===== src/rtl/slrg_pkg.sv =====
`timescale 1ns / 1ps
package slrg_pkg;

  localparam int WORD_W = 30;
  typedef logic [WORD_W-1:0] word_t;

  localparam word_t MODULUS = 30'd1000000000;
  localparam logic [31:0] SEED_CONST = 32'd161803398;

  localparam int TABLE_LEN   = 55;
  localparam int PERM_STEP   = 21;
  localparam int LAG_START   = 31;
  localparam int WARM_PASSES = 4;
  // fill words enter here so that a ring turning by the fill stride lands
  // each word at its permuted slot after the last fill step
  localparam int FILL_CELL   = 33;

  localparam int CNT_W = 8;
  typedef logic [CNT_W-1:0] count_t;
  localparam count_t FILL_LAST = count_t'(TABLE_LEN - 1);
  localparam count_t WARM_LAST = count_t'(WARM_PASSES * TABLE_LEN - 1);

  typedef enum logic [2:0] {
    ST_IDLE,
    ST_DIFF,
    ST_INIT,
    ST_FILL,
    ST_WARM,
    ST_DRAW
  } state_t;

  typedef enum logic [1:0] {
    RING_HOLD,
    RING_STEP,
    RING_FILL
  } ring_op_t;

  typedef struct packed {
    logic load;
    logic diff;
    logic init;
    logic step;
  } fill_ctl_t;

  function automatic word_t sub_mod(word_t a, word_t b);
    logic [WORD_W:0] wrap;
    wrap = {1'b0, a} + {1'b0, MODULUS} - {1'b0, b};
    return (a >= b) ? word_t'(a - b) : wrap[WORD_W-1:0];
  endfunction

endpackage


===== src/rtl/slrg_cell.sv =====
`timescale 1ns / 1ps
module slrg_cell (
  input  logic                clk,
  input  slrg_pkg::ring_op_t  op,
  input  slrg_pkg::word_t     near,
  input  slrg_pkg::word_t     far,
  output slrg_pkg::word_t     word
);

  always_ff @(posedge clk) begin
    case (op)
      slrg_pkg::RING_STEP: word <= near;
      slrg_pkg::RING_FILL: word <= far;
      default:             word <= word;
    endcase
  end

endmodule


===== src/rtl/slrg_fill.sv =====
`timescale 1ns / 1ps
module slrg_fill (
  input  logic                clk,
  input  logic                rst,
  input  slrg_pkg::fill_ctl_t ctl,
  input  logic signed [31:0]  seed,
  output slrg_pkg::word_t     fill_word
);

  logic [31:0]            seed_bits;
  logic [31:0]            mag;
  logic [30:0]            diff;
  logic [30:0]            modulus_ext;
  slrg_pkg::word_t        first_word;
  slrg_pkg::word_t        prev;
  logic                   first;

  assign seed_bits   = seed;
  assign modulus_ext = {1'b0, slrg_pkg::MODULUS};
  assign first_word  = (diff >= modulus_ext) ? slrg_pkg::word_t'(diff - modulus_ext)
                                             : diff[slrg_pkg::WORD_W-1:0];

  always_ff @(posedge clk) begin
    if (ctl.load) begin
      mag <= seed_bits[31] ? (~seed_bits + 32'd1) : seed_bits;
    end
    if (ctl.diff) begin
      diff <= (mag >= slrg_pkg::SEED_CONST) ? 31'(mag - slrg_pkg::SEED_CONST)
                                            : 31'(slrg_pkg::SEED_CONST - mag);
    end
    if (ctl.init) begin
      fill_word <= first_word;
    end else if (ctl.step) begin
      // words follow w[n+1] = w[n-1] - w[n], with w[1] = 1
      prev      <= fill_word;
      fill_word <= first ? slrg_pkg::word_t'(1) : slrg_pkg::sub_mod(prev, fill_word);
    end
  end

  always_ff @(posedge clk) begin
    if (rst) begin
      first <= 1'b0;
    end else if (ctl.init) begin
      first <= 1'b1;
    end else if (ctl.step) begin
      first <= 1'b0;
    end
  end

endmodule


===== src/rtl/slrg_ring.sv =====
`timescale 1ns / 1ps
module slrg_ring (
  input  logic               clk,
  input  slrg_pkg::ring_op_t op,
  input  slrg_pkg::word_t    fill_word,
  output slrg_pkg::word_t    draw_word
);

  localparam int LAST = slrg_pkg::TABLE_LEN - 1;

  // cell k holds the table word k places ahead of the lead word
  slrg_pkg::word_t words [slrg_pkg::TABLE_LEN];

  for (genvar k = 0; k < slrg_pkg::TABLE_LEN; k++) begin : g_cell
    slrg_pkg::word_t near;
    slrg_pkg::word_t far;

    if (k == LAST) begin : g_tail
      assign near = draw_word;
    end else begin : g_body
      assign near = words[k+1];
    end

    if (k == slrg_pkg::FILL_CELL) begin : g_inject
      assign far = fill_word;
    end else begin : g_stride
      assign far = words[(k + slrg_pkg::PERM_STEP) % slrg_pkg::TABLE_LEN];
    end

    slrg_cell u_cell (
      .clk  (clk),
      .op   (op),
      .near (near),
      .far  (far),
      .word (words[k])
    );
  end

  assign draw_word = slrg_pkg::sub_mod(words[0], words[slrg_pkg::LAG_START]);

endmodule


===== src/rtl/subtractive_lagged_random_generator.sv =====
`timescale 1ns / 1ps
// Subtractive lagged random generator: each accepted seed is one request and
// returns one deviate in 0..999999999 (fraction = deviate * 1e-9). The 55-word
// lag table lives in a ring of cells that turns by one place per draw, so an
// ordinary request is answered in the cycle after its transfer and requests can
// be taken every cycle while results are taken. A negative seed, or the first
// request after reset, rebuilds the table first: the seed magnitude, its distance
// from the seed constant, the first word, the fill steps and four warm-up passes
// through the same ring, and no request is taken meanwhile.
module subtractive_lagged_random_generator (
  input  logic               clk,
  input  logic               rst,
  input  logic               in_valid,
  output logic               in_ready,
  input  logic signed [31:0] seed,
  output logic               out_valid,
  input  logic               out_ready,
  output logic [29:0]        deviate
);

  slrg_pkg::state_t    state;
  slrg_pkg::state_t    state_next;
  slrg_pkg::count_t    count;
  slrg_pkg::count_t    count_next;
  slrg_pkg::ring_op_t  op;
  slrg_pkg::fill_ctl_t fctl;
  slrg_pkg::word_t     fill_word;
  slrg_pkg::word_t     draw_word;
  logic                seeded;
  logic                accept;
  logic                reseed;
  logic                draw;

  assign in_ready = (state == slrg_pkg::ST_IDLE) && (!out_valid || out_ready);
  assign accept   = in_valid && in_ready;
  assign reseed   = seed[31] || !seeded;

  always_comb begin
    state_next = state;
    count_next = count;
    op         = slrg_pkg::RING_HOLD;
    fctl       = '0;
    draw       = 1'b0;
    unique case (state)
      slrg_pkg::ST_IDLE: begin
        if (accept) begin
          if (reseed) begin
            fctl.load  = 1'b1;
            state_next = slrg_pkg::ST_DIFF;
          end else begin
            op   = slrg_pkg::RING_STEP;
            draw = 1'b1;
          end
        end
      end
      slrg_pkg::ST_DIFF: begin
        fctl.diff  = 1'b1;
        state_next = slrg_pkg::ST_INIT;
      end
      slrg_pkg::ST_INIT: begin
        fctl.init  = 1'b1;
        count_next = '0;
        state_next = slrg_pkg::ST_FILL;
      end
      slrg_pkg::ST_FILL: begin
        op        = slrg_pkg::RING_FILL;
        fctl.step = 1'b1;
        if (count == slrg_pkg::FILL_LAST) begin
          count_next = '0;
          state_next = slrg_pkg::ST_WARM;
        end else begin
          count_next = count + 1'b1;
        end
      end
      slrg_pkg::ST_WARM: begin
        // warm-up passes are plain draws with the result dropped
        op = slrg_pkg::RING_STEP;
        if (count == slrg_pkg::WARM_LAST) begin
          state_next = slrg_pkg::ST_DRAW;
        end else begin
          count_next = count + 1'b1;
        end
      end
      slrg_pkg::ST_DRAW: begin
        op         = slrg_pkg::RING_STEP;
        draw       = 1'b1;
        state_next = slrg_pkg::ST_IDLE;
      end
      default: begin
        state_next = slrg_pkg::ST_IDLE;
      end
    endcase
  end

  always_ff @(posedge clk) begin
    if (rst) begin
      state     <= slrg_pkg::ST_IDLE;
      count     <= '0;
      seeded    <= 1'b0;
      out_valid <= 1'b0;
    end else begin
      state <= state_next;
      count <= count_next;
      if (state == slrg_pkg::ST_DRAW) begin
        seeded <= 1'b1;
      end
      if (draw) begin
        out_valid <= 1'b1;
      end else if (out_ready) begin
        out_valid <= 1'b0;
      end
    end
  end

  always_ff @(posedge clk) begin
    if (draw) begin
      deviate <= draw_word;
    end
  end

  slrg_fill u_fill (
    .clk       (clk),
    .rst       (rst),
    .ctl       (fctl),
    .seed      (seed),
    .fill_word (fill_word)
  );

  slrg_ring u_ring (
    .clk       (clk),
    .op        (op),
    .fill_word (fill_word),
    .draw_word (draw_word)
  );

endmodule


===== config.mk =====
export PLATFORM = sky130hd
export DESIGN_NAME = subtractive_lagged_random_generator
export DESIGN_NICKNAME = d
export VERILOG_FILES = /design/src/rtl/slrg_pkg.sv /design/src/rtl/slrg_cell.sv /design/src/rtl/slrg_fill.sv /design/src/rtl/slrg_ring.sv /design/src/rtl/subtractive_lagged_random_generator.sv
export SDC_FILE = /design/constraint.sdc
export NUM_CORES = 2
export LEC_CHECK = 0
export BUFFER_PORTS_ARGS = -buffer_cell sky130_fd_sc_hd__buf_2
export CORE_ASPECT_RATIO = 0.75
export CORE_MARGIN = 2
export CORE_UTILIZATION = 65
export DETAILED_ROUTE_END_ITERATION = 12
export PLACE_DENSITY = 0.81
export SYNTH_ARGS = -nofsm -noshare
export SYNTH_HDL_FRONTEND = slang
export SYNTH_SLANG_ARGS = --single-unit

===== constraint.sdc =====
create_clock -name clk -period 106.3 [get_ports clk]
set_input_delay 21.26 -clock clk [delete_from_list [all_inputs] [get_ports clk]]
set_output_delay 21.26 -clock clk [all_outputs]
set_load 0.01 [all_outputs]

## Word level (Yosys, flattened, before mapping)

Cells that the tools add are included.

| storage, ports and cells | value |
|---|---|
| bits of input ports | 36 |
| output and inout port bits | 32 |
| word-level logic and storage cells | 199 |
| register bits | 1817 |

| cells by class | value |
|---|---|
| $lt $le $gt $ge | 4 |
| muxes and demuxes | 87 |
| add/sub/neg operators | 11 |
| reductions and logical operators | 15 |
| bitwise gates (word level) | 2 |
| equal/unequal tests | 14 |

Operators with widths:

| kind | count |
|---|---|
| 30-bit one-hot mux with 2 select lines | 55 |
| 30-bit 2-to-1 mux | 6 |
| 30-bit subtractor | 4 |
| 31-bit 2-to-1 mux | 2 |
| 30-bit adder, second input constant | 2 |
| 30-bit >= comparator | 2 |
| 32-bit by 1-bit adder with 32-bit output, second input constant | 1 |
| 32-bit by 28-bit >= comparator with 1-bit output, second input constant | 1 |
| 32-bit NOT | 1 |
| 31-bit by 30-bit >= comparator with 1-bit output, second input constant | 1 |
| 28-bit by 31-bit subtractor with 31-bit output, first input constant | 1 |
| 31-bit by 28-bit subtractor with 31-bit output, second input constant | 1 |
| 30-bit subtractor, second input constant | 1 |
| 8-bit one-hot mux with 3 select lines | 1 |
| 8-bit 2-to-1 mux | 2 |
| 3-bit one-hot mux with 5 select lines | 1 |
| 1-bit 2-to-1 mux | 14 |
| 3-bit 2-to-1 mux | 4 |
| 2-bit inequality test, second input constant | 5 |
| 8-bit by 1-bit adder with 8-bit output, second input constant | 1 |
| 8-bit by 6-bit == test with 1-bit output, second input constant | 1 |
| 8-bit == test, second input constant | 1 |
| 3-bit by 2-bit == test with 1-bit output, second input constant | 2 |
| 3-bit == test, second input constant | 2 |
| 15 further kinds | 21 |

## Logic depth before layout (Yosys ltp)

| depth | value |
|---|---|
| depth in word-level cells | 8 |
| gate-level depth with buffers | 16 |
| mapped depth without buffers | 16 |

## Modules after synthesis

A second synthesis with hierarchy kept.

| unflattened totals | value |
|---|---|
| cell total of the unflattened synthesis | 5479 |
| area total of the unflattened synthesis | 93519.7 um^2 |

By module, submodules not included:

| module | cells each | area each (um^2) | sequential area each (um^2) | times used |
|---|---|---|---|---|
| slrg_cell | 66 | 1405.1 | 900.9 | 55 |
| slrg_fill | 1140 | 10506.3 | 3713.6 | 1 |
| slrg_ring | 585 | 4016.4 | 0.0 | 1 |
| subtractive_lagged_random_generator | 124 | 1716.6 | 1161.1 | 1 |

## Least setup slack after synthesis

No wires, ideal clock.

| timing | value |
|---|---|
| path kind | input port to flip-flop |
| start point | input port out_ready |
| end point | register u_ring.g_cell[0].u_cell.word[0], enable pin |
| stages | 7 |
| data required time | 104317 ps |
| arrival | 54296 ps |
| path buffers | 0 |
| slack | 50020 ps |
| cells stage by stage | nor2b_1 -> nor4_1 -> nand2_1 -> nor3b_1 -> nor2_1 -> ha_1 -> inv_1 |

| between the ends | value |
|---|---|
| cells in the longest elaborated chain, start to end | 7 |

RTL lines:

| what | RTL line | source |
|---|---|---|
| from (decl) | subtractive_lagged_random_generator.sv:17 | `input logic out_ready,` |
| 1-bit logical OR (*) | subtractive_lagged_random_generator.sv:34 | `assign in_ready = (state == slrg_pkg::ST_IDLE) && (!out_valid \|\| out_ready);` |
| 1-bit logical AND (*) | subtractive_lagged_random_generator.sv:34 |  |
| net in_ready | subtractive_lagged_random_generator.sv:14 | `output logic in_ready,` |
| 1-bit logical AND (*) | subtractive_lagged_random_generator.sv:35 | `assign accept = in_valid && in_ready;` |
| 1-bit 2-to-1 mux (*) | subtractive_lagged_random_generator.sv:46 | `if (accept) begin` |
| 2-bit one-hot mux with 3 select lines (*) | subtractive_lagged_random_generator.sv:44 | `unique case (state)` |
| 2-bit == test / 2-bit by 1-bit == test with 1-bit output (equally long branches) | slrg_cell.sv:11 | `case (op)` |
| 2-bit nonzero test (no line) (*) | - |  |
| to (signal assigned) | slrg_cell.sv:12 | `slrg_pkg::RING_STEP: word <= near;` |
| to (signal assigned) | slrg_cell.sv:13 | `slrg_pkg::RING_FILL: word <= far;` |
| to (signal assigned) | slrg_cell.sv:14 | `default: word <= word;` |
| to (decl) | slrg_cell.sv:7 | `output slrg_pkg::word_t word` |

Mark *: on every way through the listed nets, which the timed path passes. The rest lies on a longest branch.
A chain may end at the register's enable or synchronous reset.

## Final worst setup path

| timing | value |
|---|---|
| start point | input port out_ready |
| end point | output port in_ready |

| between the ends | value |
|---|---|
| cells in the longest elaborated chain, start to end | 2 |

RTL lines:

| what | RTL line |
|---|---|
| 1-bit logical OR | subtractive_lagged_random_generator.sv:34 |
| 1-bit logical AND | subtractive_lagged_random_generator.sv:34 |
| to (decl) | subtractive_lagged_random_generator.sv:14 |

No other way between the ends.

==> metrics.yaml <==
status: "completed"
htree_levels: 4
startpoint: "out_ready"
cellPowerDensity_nw_per_um2: 20.47
yosysTopAreaCell: "edfxtp_1"
synth_area_leaders: "edfxtp_1 (64%), mux2_2 (22%), ha_1 (2.2%)"
cts_resized: 0
dieWidth_um: 419.7
drt_iter0_markers: 4238
die_h_um: 315.8
synth_edf_count: 1803
cts_tree: "yes"
cts_hold_buf: 0
ant_nets: 0
synth.most_common_cell: "edfxtp_1"
drv_cap: 0
ir_drop_mv: 0.01683
antenna_found_initial: 7
slew_viol_final: 0
clk_path_buf_depth: 3
crit_path_frequent_cell: "buf_2"
clkSinkCount: 1817
max_stage_delay_ps: 270
crit_fanout: 2
worstPathRequired_ps: 85040
coreArea_um2: 128800
drt-total-wl_mm: 154.7
areaGrowthSynthToFinish_pct: 8.972
power.leakage_nw: 30.20
min-delay-start: "count[7]"
layout.nets: 5537
end_kind: "output port"
io_buffers: 67
synth.net_count: 5482
cp.arrival_ps: 21850
cts-root-buf: "clkbuf_16"
crit_chain: "buf_2, nor2b_1, nor4_1, buf_2"
grt_setup_unrepaired: "no"
ys_types: 79
setup_viol: 0
worst_path_max_delay_cell: "nor4_1"
max-slew-margin-rel_pct: 19.12
vias_per_cell: 6.078
fmax_mhz: 23.20
min_period_over_period_pct: 40.55
cts_buffers: 169
async_reset_ff_share_pct: 0
synthTopCellsByCount: "edfxtp_1 (1803), mux2_2 (1621), clkbuf_1 (216)"
ys.flop_type: "edfxtp_1"
final_util_pct: 71.28
syn_avg_cell_area_um2: 16.01
n_fill_cell: 8078
dr_total_vias: 43695
synthesis.area_um2: 84250
path_class: "in -> out"
fin_skew_ps: 35.39
whs_ps: 508.1
grt_use_total_pct: 23.31
worst_slack_ps: 63190
seq_area_frac_synth_pct: 64.60
place_ws_ps: 63200
start_kind: "input pin"
min_path_type: "reg -> reg"
yosysTopAreaCellShare_pct: 64.26
grt_pass1_vias: 42793
clkLatencyLatePin_ps: 810
drive_gt1_share_pct: 36.91
dp_hpwl_mm: 99.71
syn_inst: 5261
grt_start_max_net_pins: 199
gp_congestion: 0.8966
die_area_um2: 132500
synth_warnings: 0
initial_utilization_pct: 65.41
fin_setup_tns_ps: 0
overflow: 0
timing.rr.start: "state[0]"
grt_pass1_wl_mm: 241.2
cts.clk_slew.worst_paths_ps: 60
pin_count: 68
wl_per_cell_um: 21.52
hold_viol_final: 0
post_cts_buffers: 0
firstDrtPassIters: 6
drc: 0
worst_pin_slew_ps: 1213
ys_ff_latch: 1817
num_rows: 114
period_minus_slack_ps: 43110
per-layer routing:
| metal | vias up | share of wire, % | GRT usage (%) |
|---|---|---|---|
| li1 | 20290 | - | - |
| met1 | 22044 | 48 | 36.28 |
| met2 | 1128 | 45 | 34.75 |
| met3 | 229 | 5.3 | 3.333 |
| met4 | 4 | 1.9 | 6.262 |
| met5 | - | 0.017 | 0 |
worst max-delay path: cells and delay by family:
kind                   cells  cell delay, ps
buffers and inverters      2             270
AND/OR/NAND/NOR            2             310
path summary, 6_finish.rpt:
| check | endpoint | slack [ps] | cells past startpoint |
|---|---|---|---|
| setup reg to reg | u_ring.g_cell[28].u_cell.word[6] | 99060 | 11 |
| hold reg to reg | count[7] | 510 | 2 |
| setup / recovery | in_ready | 63190 | 4 |
| hold / removal | count[7] | 510 | 2 |
layout by cell type (no fill, tap or decap), types with 26 or more instances in the layout:
master,synthesis,layout
a21oi_1,137,135
edfxtp_1,1803,1803
xor2_1,71,71
inv_1,206,205
clkinv_1,0,31
mux2_2,1621,1621
clkbuf_16,0,170
a21o_1,32,30
buf_2,4,67
o21ai_0,147,146
clkbuf_1,216,31
ha_1,150,149
xnor2_1,109,109
nor2_1,122,122
clkinv_2,0,26
nand2_1,168,168
fa_1,35,35
a31oi_1,26,26
nand3_1,31,31
buf_4,0,42
layout make-up:
type / count / area (µm²) / area share [%]
Antenna cell: 1 / 2.502 / 0.002726
Clock buffer: 202 / 4384 / 4.775
Clock inverter: 101 / 1096 / 1.194
Inverter: 206 / 780.7 / 0.8504
Multi-Input combinational cell: 3011 / 28250 / 30.78
Sequential cell: 1817 / 54420 / 59.28
Tap cell: 1740 / 2177 / 2.371
Timing Repair Buffer: 111 / 690.7 / 0.7523
metrics by stage:
step / instances / cell area [µm²] / power (mW)
finish: 7189 / 91810 / 1.879
global route: 7188 / 91810 / 1.954
CTS: 7188 / 91810 / 1.889
detailed placement: 6885 / 86330 / 1.283
global placement: 6885 / 86330 / 1.272
floorplan: 5261 / 84250 / 1.313
power breakdown:
part	switching [mW]	internal [mW]	total, mW
logic	0.188	0.138	0.325
clock network	0.266	0.340	0.605
registers	0.0458	0.903	0.948
total	0.499	1.38	1.88
sequential cells by signal, indices dropped and copies added, names as in the netlist:
| name | cells |
|---|---|
| u_fill.diff | 31 |
| count | 8 |
| u_fill.fill_word | 30 |
| u_fill.prev | 30 |
| state | 3 |
| out_valid | 1 |
| u_fill.mag | 32 |
| u_ring.g_cell.u_cell.word | 1650 |
| u_fill.first | 1 |
| seeded | 1 |
| deviate | 30 |
logic make-up after synthesis:
| family | after synthesis | synth area share, % |
|---|---|---|
| xor gates and xnor gates | 180 | 1.871 |
| muxes | 1632 | 21.80 |
| and+or+nand+nor | 496 | 2.893 |
| DFF | 1817 | 64.60 |
| adders and majority gates | 185 | 3.059 |
| buffers and inverters | 433 | 1.935 |
| AOI/OAI and AO/OA | 518 | 3.848 |
(Power assumes the default switching activity.)
